`src/hw/rtl/tdbt_pkg.sv`:
```
// shared types and constants for the tone divider and beep timer
package tdbt_pkg;

    localparam int CLK_W   = 28;
    localparam int HZ_W    = 16;
    localparam int DUR_W   = 32;
    localparam int TOP_W   = 16;
    localparam int DINT_W  = 8;
    localparam int DFRAC_W = 4;
    localparam int DUTY_W  = 15;
    localparam int QUOT_W  = CLK_W;
    localparam int DEN_W   = HZ_W + 1;
    localparam int CNT_W   = $clog2(QUOT_W);
    localparam int SHIFT_W = 5;
    localparam int DATA_W  = 48;
    localparam int OUT_USED_W = 1 + TOP_W + DINT_W + DFRAC_W + DUTY_W;

    localparam logic [CLK_W-1:0]   CLOCK_RESET   = CLK_W'(125000000);
    localparam logic [SHIFT_W-1:0] MAX_SHIFT     = SHIFT_W'(16);
    localparam logic [SHIFT_W-1:0] MIN_SHIFT     = SHIFT_W'(4);
    localparam logic [TOP_W-1:0]   SLOW_TOP      = '1;
    localparam logic [DINT_W-1:0]  SLOW_DIV_INT  = '1;
    localparam logic [DFRAC_W-1:0] SLOW_DIV_FRAC = '1;
    localparam int                 MIN_DIV_BITS  = 7;
    localparam int                 SAT_BIT       = 24;

    localparam logic ACT_BEEP = 1'b0;
    localparam logic ACT_TICK = 1'b1;

    typedef enum logic [1:0] {
        S_IDLE,
        S_DIV,
        S_SHIFT,
        S_EMIT
    } t_state;

endpackage

```
`src/hw/rtl/tdbt_div.sv`:
```
// bit-serial restoring divider, one quotient bit per cycle
module tdbt_div (
    input  logic                        i_clk,
    input  logic                        i_rst_n,
    input  logic                        i_start,
    input  logic [tdbt_pkg::QUOT_W-1:0] i_dividend,
    input  logic [tdbt_pkg::DEN_W-1:0]  i_divisor,
    output logic                        o_done,
    output logic [tdbt_pkg::QUOT_W-1:0] o_quot
);
    import tdbt_pkg::*;

    logic              r_busy;
    logic              r_done;
    logic [CNT_W-1:0]  r_cnt;
    logic [QUOT_W-1:0] r_quot;
    logic [DEN_W-1:0]  r_rem;
    logic [DEN_W-1:0]  r_den;

    logic [DEN_W:0]    w_trial;
    logic [DEN_W:0]    w_diff;
    logic              w_ge;
    logic [DEN_W-1:0]  n_rem;

    always_comb begin
        w_trial = {r_rem, r_quot[QUOT_W-1]};
        w_diff  = w_trial - {1'b0, r_den};
        w_ge    = (w_trial >= {1'b0, r_den});
        n_rem   = w_ge ? w_diff[DEN_W-1:0] : w_trial[DEN_W-1:0];
    end

    always_ff @(posedge i_clk) begin
        if (!i_rst_n) begin
            r_busy <= 1'b0;
            r_done <= 1'b0;
            r_cnt  <= '0;
        end else begin
            r_done <= 1'b0;
            if (i_start) begin
                r_busy <= 1'b1;
                r_cnt  <= CNT_W'(QUOT_W - 1);
            end else if (r_busy) begin
                r_cnt <= r_cnt - CNT_W'(1);
                if (r_cnt == '0) begin
                    r_busy <= 1'b0;
                    r_done <= 1'b1;
                end
            end
        end
    end

    always_ff @(posedge i_clk) begin
        if (i_start) begin
            r_quot <= i_dividend;
            r_rem  <= '0;
            r_den  <= i_divisor;
        end else if (r_busy) begin
            r_quot <= {r_quot[QUOT_W-2:0], w_ge};
            r_rem  <= n_rem;
        end
    end

    assign o_done = r_done;
    assign o_quot = r_quot;

`ifndef SYNTHESIS
    a_start_idle: assert property (@(posedge i_clk) disable iff (!i_rst_n)
        i_start |-> !r_busy)
        else $error("divider started while busy");
    a_done_after_busy: assert property (@(posedge i_clk) disable iff (!i_rst_n)
        r_done |-> $past(r_busy) && !r_busy)
        else $error("done without a finished division");
    a_busy_holds: assert property (@(posedge i_clk) disable iff (!i_rst_n)
        r_busy && r_cnt != '0 |=> r_busy)
        else $error("division ended early");
`endif

endmodule

```
`src/hw/rtl/tone_divider_and_beep_timer.sv`:
```
// top level: beep command decode, divisor selection and millisecond countdown
// flow: a tick beat, or a beep beat with zero frequency, goes straight to the result;
// any other beep beat runs the 28-step serial divider, then, unless the quotient
// saturates, a shift search of up to 12 steps
// ordering: one beat at a time, no new input beat until the result is registered
// reset: synchronous active low; tone off, countdown and held settings zero
module tone_divider_and_beep_timer (
    input  logic                        i_clk,
    input  logic                        i_rst_n,
    input  logic                        i_cfg_we,
    input  logic [tdbt_pkg::CLK_W-1:0]  i_cfg_wdata,
    input  logic                        s_axis_tvalid,
    output logic                        s_axis_tready,
    // tone_hz[15:0], duration_ms[47:16]
    input  logic [tdbt_pkg::DATA_W-1:0] s_axis_tdata,
    // action
    input  logic                        s_axis_tuser,
    output logic                        m_axis_tvalid,
    input  logic                        m_axis_tready,
    // tone_on[0], wrap_top[16:1], div_int[24:17], div_frac[28:25], duty_level[43:29]
    output logic [tdbt_pkg::DATA_W-1:0] m_axis_tdata
);
    import tdbt_pkg::*;

    t_state             r_state;
    t_state             n_state;
    logic [CLK_W-1:0]   r_clk_hz;
    logic [DUR_W-1:0]   r_remaining;
    logic [DUR_W-1:0]   r_dur;
    logic               r_active;
    logic [TOP_W-1:0]   r_top;
    logic [DINT_W-1:0]  r_dint;
    logic [DFRAC_W-1:0] r_dfrac;
    logic [SHIFT_W-1:0] r_shift;
    logic               r_out_valid;
    logic [DATA_W-1:0]  r_out_data;

    logic [HZ_W-1:0]    w_hz;
    logic [DUR_W-1:0]   w_dur;
    logic               w_accept;
    logic               w_emit_ok;
    logic               w_div_start;
    logic               w_div_done;
    logic [QUOT_W-1:0]  w_quot;
    logic               w_sat;
    logic [QUOT_W-1:0]  w_q_sh;
    logic [QUOT_W-1:0]  w_q_fr;
    logic               w_small;
    logic               w_step;
    logic [TOP_W:0]     w_top_full;
    logic               w_ld_slow_now;
    logic               w_ld_slow_div;
    logic               w_ld_shift;
    logic               w_tick;

    assign w_hz  = s_axis_tdata[HZ_W-1:0];
    assign w_dur = s_axis_tdata[HZ_W +: DUR_W];

    tdbt_div u_div (
        .i_clk      (i_clk),
        .i_rst_n    (i_rst_n),
        .i_start    (w_div_start),
        .i_dividend (r_clk_hz),
        .i_divisor  ({w_hz, 1'b0}),
        .o_done     (w_div_done),
        .o_quot     (w_quot)
    );

    always_comb begin
        w_sat      = (w_quot[QUOT_W-1:SAT_BIT] != '0);
        w_q_sh     = w_quot >> r_shift;
        w_q_fr     = w_quot >> (r_shift - MIN_SHIFT);
        w_small    = (w_q_sh[QUOT_W-1:MIN_DIV_BITS] == '0);
        w_step     = (r_shift > MIN_SHIFT) && w_small;
        w_top_full = ((TOP_W + 1)'(1) << r_shift) - (TOP_W + 1)'(1);
    end

    // next state
    always_comb begin
        n_state = r_state;
        unique case (r_state)
            S_IDLE: begin
                if (w_accept) begin
                    if (s_axis_tuser == ACT_TICK || w_hz == '0) begin
                        n_state = S_EMIT;
                    end else begin
                        n_state = S_DIV;
                    end
                end
            end
            S_DIV: begin
                if (w_div_done) begin
                    n_state = w_sat ? S_EMIT : S_SHIFT;
                end
            end
            S_SHIFT: begin
                if (!w_step) begin
                    n_state = S_EMIT;
                end
            end
            S_EMIT: begin
                if (w_emit_ok) begin
                    n_state = S_IDLE;
                end
            end
            default: n_state = S_IDLE;
        endcase
    end

    // control outputs
    always_comb begin
        s_axis_tready = 1'b0;
        w_div_start   = 1'b0;
        w_ld_slow_now = 1'b0;
        w_ld_slow_div = 1'b0;
        w_ld_shift    = 1'b0;
        w_tick        = 1'b0;
        unique case (r_state)
            S_IDLE: begin
                s_axis_tready = 1'b1;
                if (s_axis_tvalid) begin
                    w_tick        = (s_axis_tuser == ACT_TICK);
                    w_ld_slow_now = (s_axis_tuser == ACT_BEEP) && (w_hz == '0);
                    w_div_start   = (s_axis_tuser == ACT_BEEP) && (w_hz != '0);
                end
            end
            S_DIV:   w_ld_slow_div = w_div_done && w_sat;
            S_SHIFT: w_ld_shift    = !w_step;
            S_EMIT:  ;
            default: ;
        endcase
    end

    assign w_accept  = s_axis_tvalid && s_axis_tready;
    assign w_emit_ok = !r_out_valid || m_axis_tready;

    always_ff @(posedge i_clk) begin
        if (!i_rst_n) begin
            r_state     <= S_IDLE;
            r_clk_hz    <= CLOCK_RESET;
            r_remaining <= '0;
            r_active    <= 1'b0;
            r_top       <= '0;
            r_dint      <= '0;
            r_dfrac     <= '0;
            r_out_valid <= 1'b0;
        end else begin
            r_state <= n_state;
            if (i_cfg_we) begin
                r_clk_hz <= i_cfg_wdata;
            end
            if (w_tick && r_remaining != '0) begin
                r_remaining <= r_remaining - DUR_W'(1);
                if (r_remaining == DUR_W'(1)) begin
                    r_active <= 1'b0;
                end
            end
            if (w_ld_slow_now) begin
                r_top       <= SLOW_TOP;
                r_dint      <= SLOW_DIV_INT;
                r_dfrac     <= SLOW_DIV_FRAC;
                r_active    <= 1'b1;
                r_remaining <= w_dur;
            end
            if (w_ld_slow_div) begin
                r_top       <= SLOW_TOP;
                r_dint      <= SLOW_DIV_INT;
                r_dfrac     <= SLOW_DIV_FRAC;
                r_active    <= 1'b1;
                r_remaining <= r_dur;
            end
            if (w_ld_shift) begin
                r_top       <= w_top_full[TOP_W-1:0];
                r_dint      <= w_q_sh[DINT_W-1:0];
                r_dfrac     <= w_q_fr[DFRAC_W-1:0];
                r_active    <= 1'b1;
                r_remaining <= r_dur;
            end
            if (r_state == S_EMIT && w_emit_ok) begin
                r_out_valid <= 1'b1;
            end else if (m_axis_tready) begin
                r_out_valid <= 1'b0;
            end
        end
    end

    always_ff @(posedge i_clk) begin
        if (w_div_start) begin
            r_dur <= w_dur;
        end
        if (w_div_done) begin
            r_shift <= MAX_SHIFT;
        end else if (r_state == S_SHIFT && w_step) begin
            r_shift <= r_shift - SHIFT_W'(1);
        end
        if (r_state == S_EMIT && w_emit_ok) begin
            r_out_data <= {(DATA_W - OUT_USED_W)'(0), r_top[TOP_W-1:1], r_dfrac, r_dint,
                           r_top, r_active};
        end
    end

    assign m_axis_tvalid = r_out_valid;
    assign m_axis_tdata  = r_out_data;

`ifndef SYNTHESIS
    a_shift_range: assert property (@(posedge i_clk) disable iff (!i_rst_n)
        r_state == S_SHIFT |-> r_shift >= MIN_SHIFT && r_shift <= MAX_SHIFT)
        else $error("shift search out of range");
    a_busy_after_accept: assert property (@(posedge i_clk) disable iff (!i_rst_n)
        w_accept |=> r_state != S_IDLE)
        else $error("accepted beat did not start work");
    a_off_no_count: assert property (@(posedge i_clk) disable iff (!i_rst_n)
        !r_active |-> r_remaining == '0)
        else $error("countdown running with tone off");
    a_emit_valid: assert property (@(posedge i_clk) disable iff (!i_rst_n)
        r_state == S_EMIT && w_emit_ok |=> r_out_valid)
        else $error("result not presented");
`endif

endmodule

```
`config.mk`:
```
export PLATFORM = sky130hd
export DESIGN_NAME = tone_divider_and_beep_timer
export DESIGN_NICKNAME = d
export VERILOG_FILES = /design/src/hw/rtl/tdbt_pkg.sv /design/src/hw/rtl/tdbt_div.sv /design/src/hw/rtl/tone_divider_and_beep_timer.sv
export SDC_FILE = /design/constraint.sdc
export NUM_CORES = 1
export LEC_CHECK = 0
export BUFFER_PORTS_ARGS = -buffer_cell sky130_fd_sc_hd__buf_2
export CORE_UTILIZATION = 55
export CTS_BUF_LIST = sky130_fd_sc_hd__clkbuf_4 sky130_fd_sc_hd__clkbuf_8
export DETAILED_ROUTE_END_ITERATION = 7
export GPL_TIMING_DRIVEN = 0
export MAX_ROUTING_LAYER = met4
export PLACE_DENSITY = 0.86
export RECOVER_POWER = 50
export SLEW_MARGIN = 10
export SYNTH_ARGS = -nofsm -noshare
export SYNTH_HDL_FRONTEND = slang
export SYNTH_HIERARCHICAL = 1
export SYNTH_SLANG_ARGS = --single-unit
```
`constraint.sdc`:
```
create_clock -name i_clk -period 5.08 [get_ports i_clk]
set_input_delay 0.762 -clock i_clk [delete_from_list [all_inputs] [get_ports i_clk]]
set_output_delay 0.762 -clock i_clk [all_outputs]
set_load 0.01 [all_outputs]
```
Word level (Yosys, flattened, before mapping)
Index checks and enable logic that the tools add are counted.

Flip-flop bits (word level): 241. Input bits: 82. Word-level logic and storage cells: 113. Output and inout port bits: 50.

$lt $le $gt $ge: 2. Multiplexer cells: 45. Bitwise operators: 3. Reduce and logical (&&, ||, !) cells: 28. Eq/ne operators: 8. Shifts and indexed selects: 3. $add $sub $neg: 6.

Operators by type and width (number): $mux W32 (4); $mux W28 (2); $mux W16 (3); $eq A32 B1 Y1 const B (1); $reduce_bool A32 Y1 (1); $sub A32 B1 Y32 const B (1); $shr A28 B5 Y28 (1); $shr A28 B5 Y4 (1); $mux W8 (3); $logic_not A21 Y1 (1); $mux W1 (21); $ge A18 B17 Y1 (1); $mux W17 (1); $sub A17 B17 Y17 (1); $logic_not A16 Y1 (1); $reduce_bool A16 Y1 (1); $shl A1 B5 Y16 const A (1); $sub A16 B2 Y16 const B (1); $mux W4 (3); $reduce_bool A4 Y1 (3); $mux W2 (5); $mux W5 (2); $sub A5 B1 Y5 const B (2); $logic_and A1 B1 Y1 (8); other kinds (18) (26).

Logic depth before layout (Yosys ltp)
Depth in word-level cells: 7. Depth in mapped cells: 15. Depth with buffers taken out: 10.

By module
Netlist, hierarchy kept.

By module, submodules not included: tone_divider_and_beep_timer (area an instance 9146.3 µm², times used 1, cells each 955, sequential area each 3773.6 µm²); tdbt_div (area an instance 3672.3 µm², times used 1, cells each 326, sequential area each 1831.8 µm²).

Worst setup path after synthesis
No wires, ideal clock.

Path type: input -> register. From: in s_axis_tdata[8] (netlist bit). To: reg u_div.r_quot[0] (netlist: u_div/o_quot[0]), enable pin. Arrival: 4281 ps. Required time: 4697 ps. Library setup time: 383 ps. Buffers on the path: 2. Cell stages on the path: 8. Setup slack: 416 ps. Cell sequence: nor4_1 > nand4_1 > nand2_1 > nor2_1 > clkbuf_1 > nor2_1 > clkbuf_1 > inv_1.

Longest elaborated chain between the ends: 5.

Ends and longest elaborated chain: start: declaration (line tone_divider_and_beep_timer.sv:15) `input logic [tdbt_pkg::DATA_W-1:0] s_axis_tdata,`; $reduce_bool A16 Y1 (line tone_divider_and_beep_timer.sv:124) `w_div_start = (s_axis_tuser == ACT_BEEP) && (w_hz != '0);`; $logic_and A1 B1 Y1 (line tone_divider_and_beep_timer.sv:124); $mux W1 (line tone_divider_and_beep_timer.sv:121) `if (s_axis_tvalid) begin`; $mux W1 (line tone_divider_and_beep_timer.sv:118) `unique case (r_state)`; named net w_div_start (line tone_divider_and_beep_timer.sv:42) `logic w_div_start;`; $reduce_bool A2 Y1 (no line); end signal: assignment (line tdbt_div.sv:54) `r_quot <= i_dividend;`; end signal: assignment (line tdbt_div.sv:58) `r_quot <= {r_quot[QUOT_W-2:0], w_ge};`; end: declaration (line tdbt_div.sv:16) `logic [QUOT_W-1:0] r_quot;`.

The timed path passes the listed nets, and every way through them passes these cells. A chain may end at the register's enable or synchronous reset.

Worst setup path in the final report
From: reg r_shift[1]. To: reg r_remaining[30].

Longest elaborated chain between the ends: 6. Elaborated cells between the ends (all ways): 8. Classes of those cells: 1 x order compare; 1 x shift; 2 x mux; 4 x reduce/logical.

Ends and longest elaborated chain: start: declaration (line tone_divider_and_beep_timer.sv:34) `logic [SHIFT_W-1:0] r_shift;`; start signal: assignment (line tone_divider_and_beep_timer.sv:194) `r_shift <= r_shift - SHIFT_W'(1);`; $shr A28 B5 Y28 (line tone_divider_and_beep_timer.sv:71) `w_q_sh = w_quot >> r_shift;`; $logic_not A21 Y1 (line tone_divider_and_beep_timer.sv:73) `w_small = (w_q_sh[QUOT_W-1:MIN_DIV_BITS] == '0);`; $logic_and A1 B1 Y1 (*) (line tone_divider_and_beep_timer.sv:74) `w_step = (r_shift > MIN_SHIFT) && w_small;`; $logic_not A1 Y1 (*) (line tone_divider_and_beep_timer.sv:128) `S_SHIFT: w_ld_shift = !w_step;`; $mux W1 (*) (line tone_divider_and_beep_timer.sv:118); $reduce_bool A4 Y1 (no line) or $mux W32 (tied branches); end signal: assignment (line tone_divider_and_beep_timer.sv:153) `r_remaining <= r_remaining - DUR_W'(1);`; end signal: assignment (line tone_divider_and_beep_timer.sv:163) `r_remaining <= w_dur;`; end signal: assignment (line tone_divider_and_beep_timer.sv:170) `r_remaining <= r_dur;`; end: declaration (line tone_divider_and_beep_timer.sv:28) `logic [DUR_W-1:0] r_remaining;`.

Mark *: on every way between the ends. The rest lies on a longest branch, timed or not.

==> impl_metrics.env <==
export IMPL_status="complete, but fails checks"
export IMPL_violations="max-capacitance violations, max-slew violations"
export IMPL_gp_congestion=0.966
export IMPL_p_per_area_nw_per_um2=529
export IMPL_clk_pin_slew_ps=70
export IMPL_fin_total_pwr_uw=7760
export IMPL_drt_iter0_drc=1183
export IMPL_fmax_ghz=0.216
export IMPL_row_count=55
export IMPL_ant_nets=0
export IMPL_die_x_um=155
export IMPL_route_vias_total=11200
export IMPL_crit_slowest_cell="or4_4"
export IMPL_syn2layout_area_growth_pct=14.4
export IMPL_rr_worst_depth=14
export IMPL_final_area_um2=14700
export IMPL_place_area_um2=13900
export IMPL_yosys_warnings=6
export IMPL_stdcell_count=1796
export IMPL_min_to="r_dur[22]"
export IMPL_rsz0062_at_grt="no"
export IMPL_path_cells="buf_6, buf_2, buf_2, buf_1, inv_1, ha_1, a21oi_1, o32ai_1, or4_4, o31a_1, buf_2, buf_1, o211ai_1, o41ai_1"
export IMPL_clk_path_buf_depth=3
export IMPL_crit_path_start_kind="flip-flop"
export IMPL_hp_class="input port to flip-flop"
export IMPL_avgSynthCellArea_um2=10.0
export IMPL_post_route_min_period_ps=4640
export IMPL_grt_start_max_net_pins=30
export IMPL_routed_via_density=6.22
export IMPL_synth_edff_count=106
export IMPL_dieArea_um2=23900
export IMPL_final_core_util_pct=64.4
export IMPL_synth_area_um2=12800
export IMPL_ys_ff_latch=227
export IMPL_dp_slack_ps=618
export IMPL_clock_latency_ps=550
export IMPL_cts_resized=0
export IMPL_yosysUniqueCellTypes=87
export IMPL_criticalPathCategory="flip-flop to flip-flop"
export IMPL_clkSinkCount=227
export IMPL_max_slew_worst_pin_slew_ps=2400
export IMPL_period_share_pct=91.3
export IMPL_n_antenna_cell=0
export IMPL_ctsHtreeMaxLevel=2
export IMPL_cpMostUsedCell="buf_2"
export IMPL_ioPinCount=132
export IMPL_ys_seq_area_share_pct=43.7
export IMPL_synth_most_common_cell="dfxtp_1"
export IMPL_antenna_found_initial=0
export IMPL_drive_above_1_share_pct=18.6
export IMPL_relSlewSlack_pct=-60.4
export IMPL_routed_wl_mm=35.9
export IMPL_p_leak_uw=0.00556
export IMPL_irDropWorstVdd_v=0.000343
export IMPL_coreArea_um2=22800
export IMPL_crit_fanout=10
export IMPL_drv_cap=1
export IMPL_r2r_slack_ps=440
export IMPL_hp_start="s_axis_tdata[38]"
export IMPL_worst_path_largest_cell_delay_ps=540
export IMPL_synth_area_leader_cell="edfxtp_1"
export IMPL_synth_top_cell_area_share_pct=24.8
export IMPL_portBuffers=126
export IMPL_maxSlewViolCount=30
export IMPL_initial_core_util_pct=56.3
export IMPL_crit_path_end_kind="flip-flop"
export IMPL_multi_input_area_um2=6520
export IMPL_post_place_cells=1725
export IMPL_reg2reg_from="r_shift[1]"
export IMPL_synth_cells=1281
export IMPL_setup_viol=0
export IMPL_worst_ep_required_time_ps=5460
export IMPL_worst_slack_ps=443
export IMPL_wl_per_cell_um=20.0
export IMPL_fill_cells=1868
export IMPL_grt_pass1_vias=10600
export IMPL_dp_hpwl_mm=26.0
export IMPL_yosys_top_cells_count="dfxtp_1, nor2_1, nand2_1"
export IMPL_synth_flop_cell="dfxtp_1"
export IMPL_clock_skew_ps=26.8
export IMPL_overflow=0
export IMPL_finalHoldViolations=0
export IMPL_arrival_ps=5020
export IMPL_cts_tree="built"
export IMPL_dr_pass1_iters=7
export IMPL_grt_usage_pct=30.8
export IMPL_whs_path_depth=1
export IMPL_async_reset_ff_share_pct=0
export IMPL_final_seq_area_um2=5610
export IMPL_route_detailed_drc=0
export IMPL_chipHeight_um=155
export IMPL_synth_area_leaders="edfxtp_1, dfxtp_1, mux2i_1"
export IMPL_grt_pass1_wl_mm=56.2
export IMPL_fin_nets=1570
export IMPL_reg2reg_to="r_remaining[30]"
export IMPL_cts_root_buffer="clkbuf_8"
export IMPL_hold_buffers=0
export IMPL_numCtsBuffers=39
export IMPL_post_cts_buffers=0
-- worst max-delay path: cells and delay by family, from the launching register on --
| kind | cells | cell delay, ps |
|---|---|---|
| flip-flops | 1 | 510 |
| AND/OR/NAND/NOR | 1 | 540 |
| adder cells (fa/ha/maj) | 1 | 310 |
| AO/OA/AOI/OAI | 5 | 1060 |
| buffers and inverters | 7 | 2070 |
-- cells by family after synthesis --
logic type	synth area share (%)
other	0.0293
buffers and inverters	5.60
multiplexers	13.4
AO/OA/AOI/OAI	18.7
XOR/XNOR	1.64
adder cells (fa/ha/maj)	3.47
flip-flops	43.7
AND/OR/NAND/NOR	13.4
-- cells in the final DEF, fill, tap and decap left out, drive strengths merged, types with 18 or more instances in the layout --
cell    instances
mux2i          67
clkbuf        188
dfxtp         121
a21oi          67
inv            47
edfxtp        106
buf           114
mux2           43
nand3          18
o31ai          20
nor3           47
a211oi         28
o211ai         36
ha             34
mux4           25
nor2          113
o21ai          57
nand2         110
-- registers in the layout, summed over array words and instances (netlist names), 2 cells and up --
name	flops
u_div/o_quot	28
r_remaining	32
r_dint	8
r_top	16
r_shift	5
u_div/r_rem	17
r_state	2
m_axis_tdata	29
r_clk_hz	28
r_dfrac	4
r_dur	32
u_div/r_den	17
u_div/r_cnt	5
-- cell type report --
type	count	share of cell area [%]
Sequential cell	227	38.2
Inverter	46	1.18
Tap cell	313	2.67
Clock inverter	5	0.555
Clock buffer	66	5.34
Buffer	109	3.72
Timing Repair Buffer	127	3.88
Multi-Input combinational cell	903	44.4
-- power by group --
| part | switching, uW | total, uW | internal (uW) |
|---|---|---|---|
| Clock | 738 | 1810 | 1070 |
| Sequential | 327 | 2690 | 2360 |
| Combinational | 1980 | 3260 | 1290 |
-- per-layer routing --
layer / vias to the layer above / wire [um] / share of wire (%) / GRT usage [%]
li1: 5173 / - / - / -
met1: 5276 / 14900 / 41 / 39.5
met2: 611 / 16800 / 47 / 49.5
met3: 103 / 3000 / 8.4 / 4.34
met4: 0 / 1270 / 3.5 / 11.9
met5: - / 0 / 0 / -
-- how the worst max path moves through the flow --
stage	from	end	slack, ps
after floorplan	s_axis_tdata[8]	u_div/o_quot[0]	420
after global placement	s_axis_tdata[8]	u_div/o_quot[21]	-1360
after detailed placement	r_shift[1]	r_remaining[30]	620
after CTS	r_shift[1]	r_remaining[30]	570
after global routing	r_shift[1]	r_remaining[30]	310
final	r_shift[1]	r_remaining[30]	440
-- per-stage QoR --
stage,TNS (ps),hold slack [ps]
5_1_grt,0,397
6_report,0,403
4_1_cts,0,388
3_3_place_gp,-75550,417
2_1_floorplan,0,409
3_5_place_dp,0,420
Note: power is estimated with default switching activity, not from simulation.
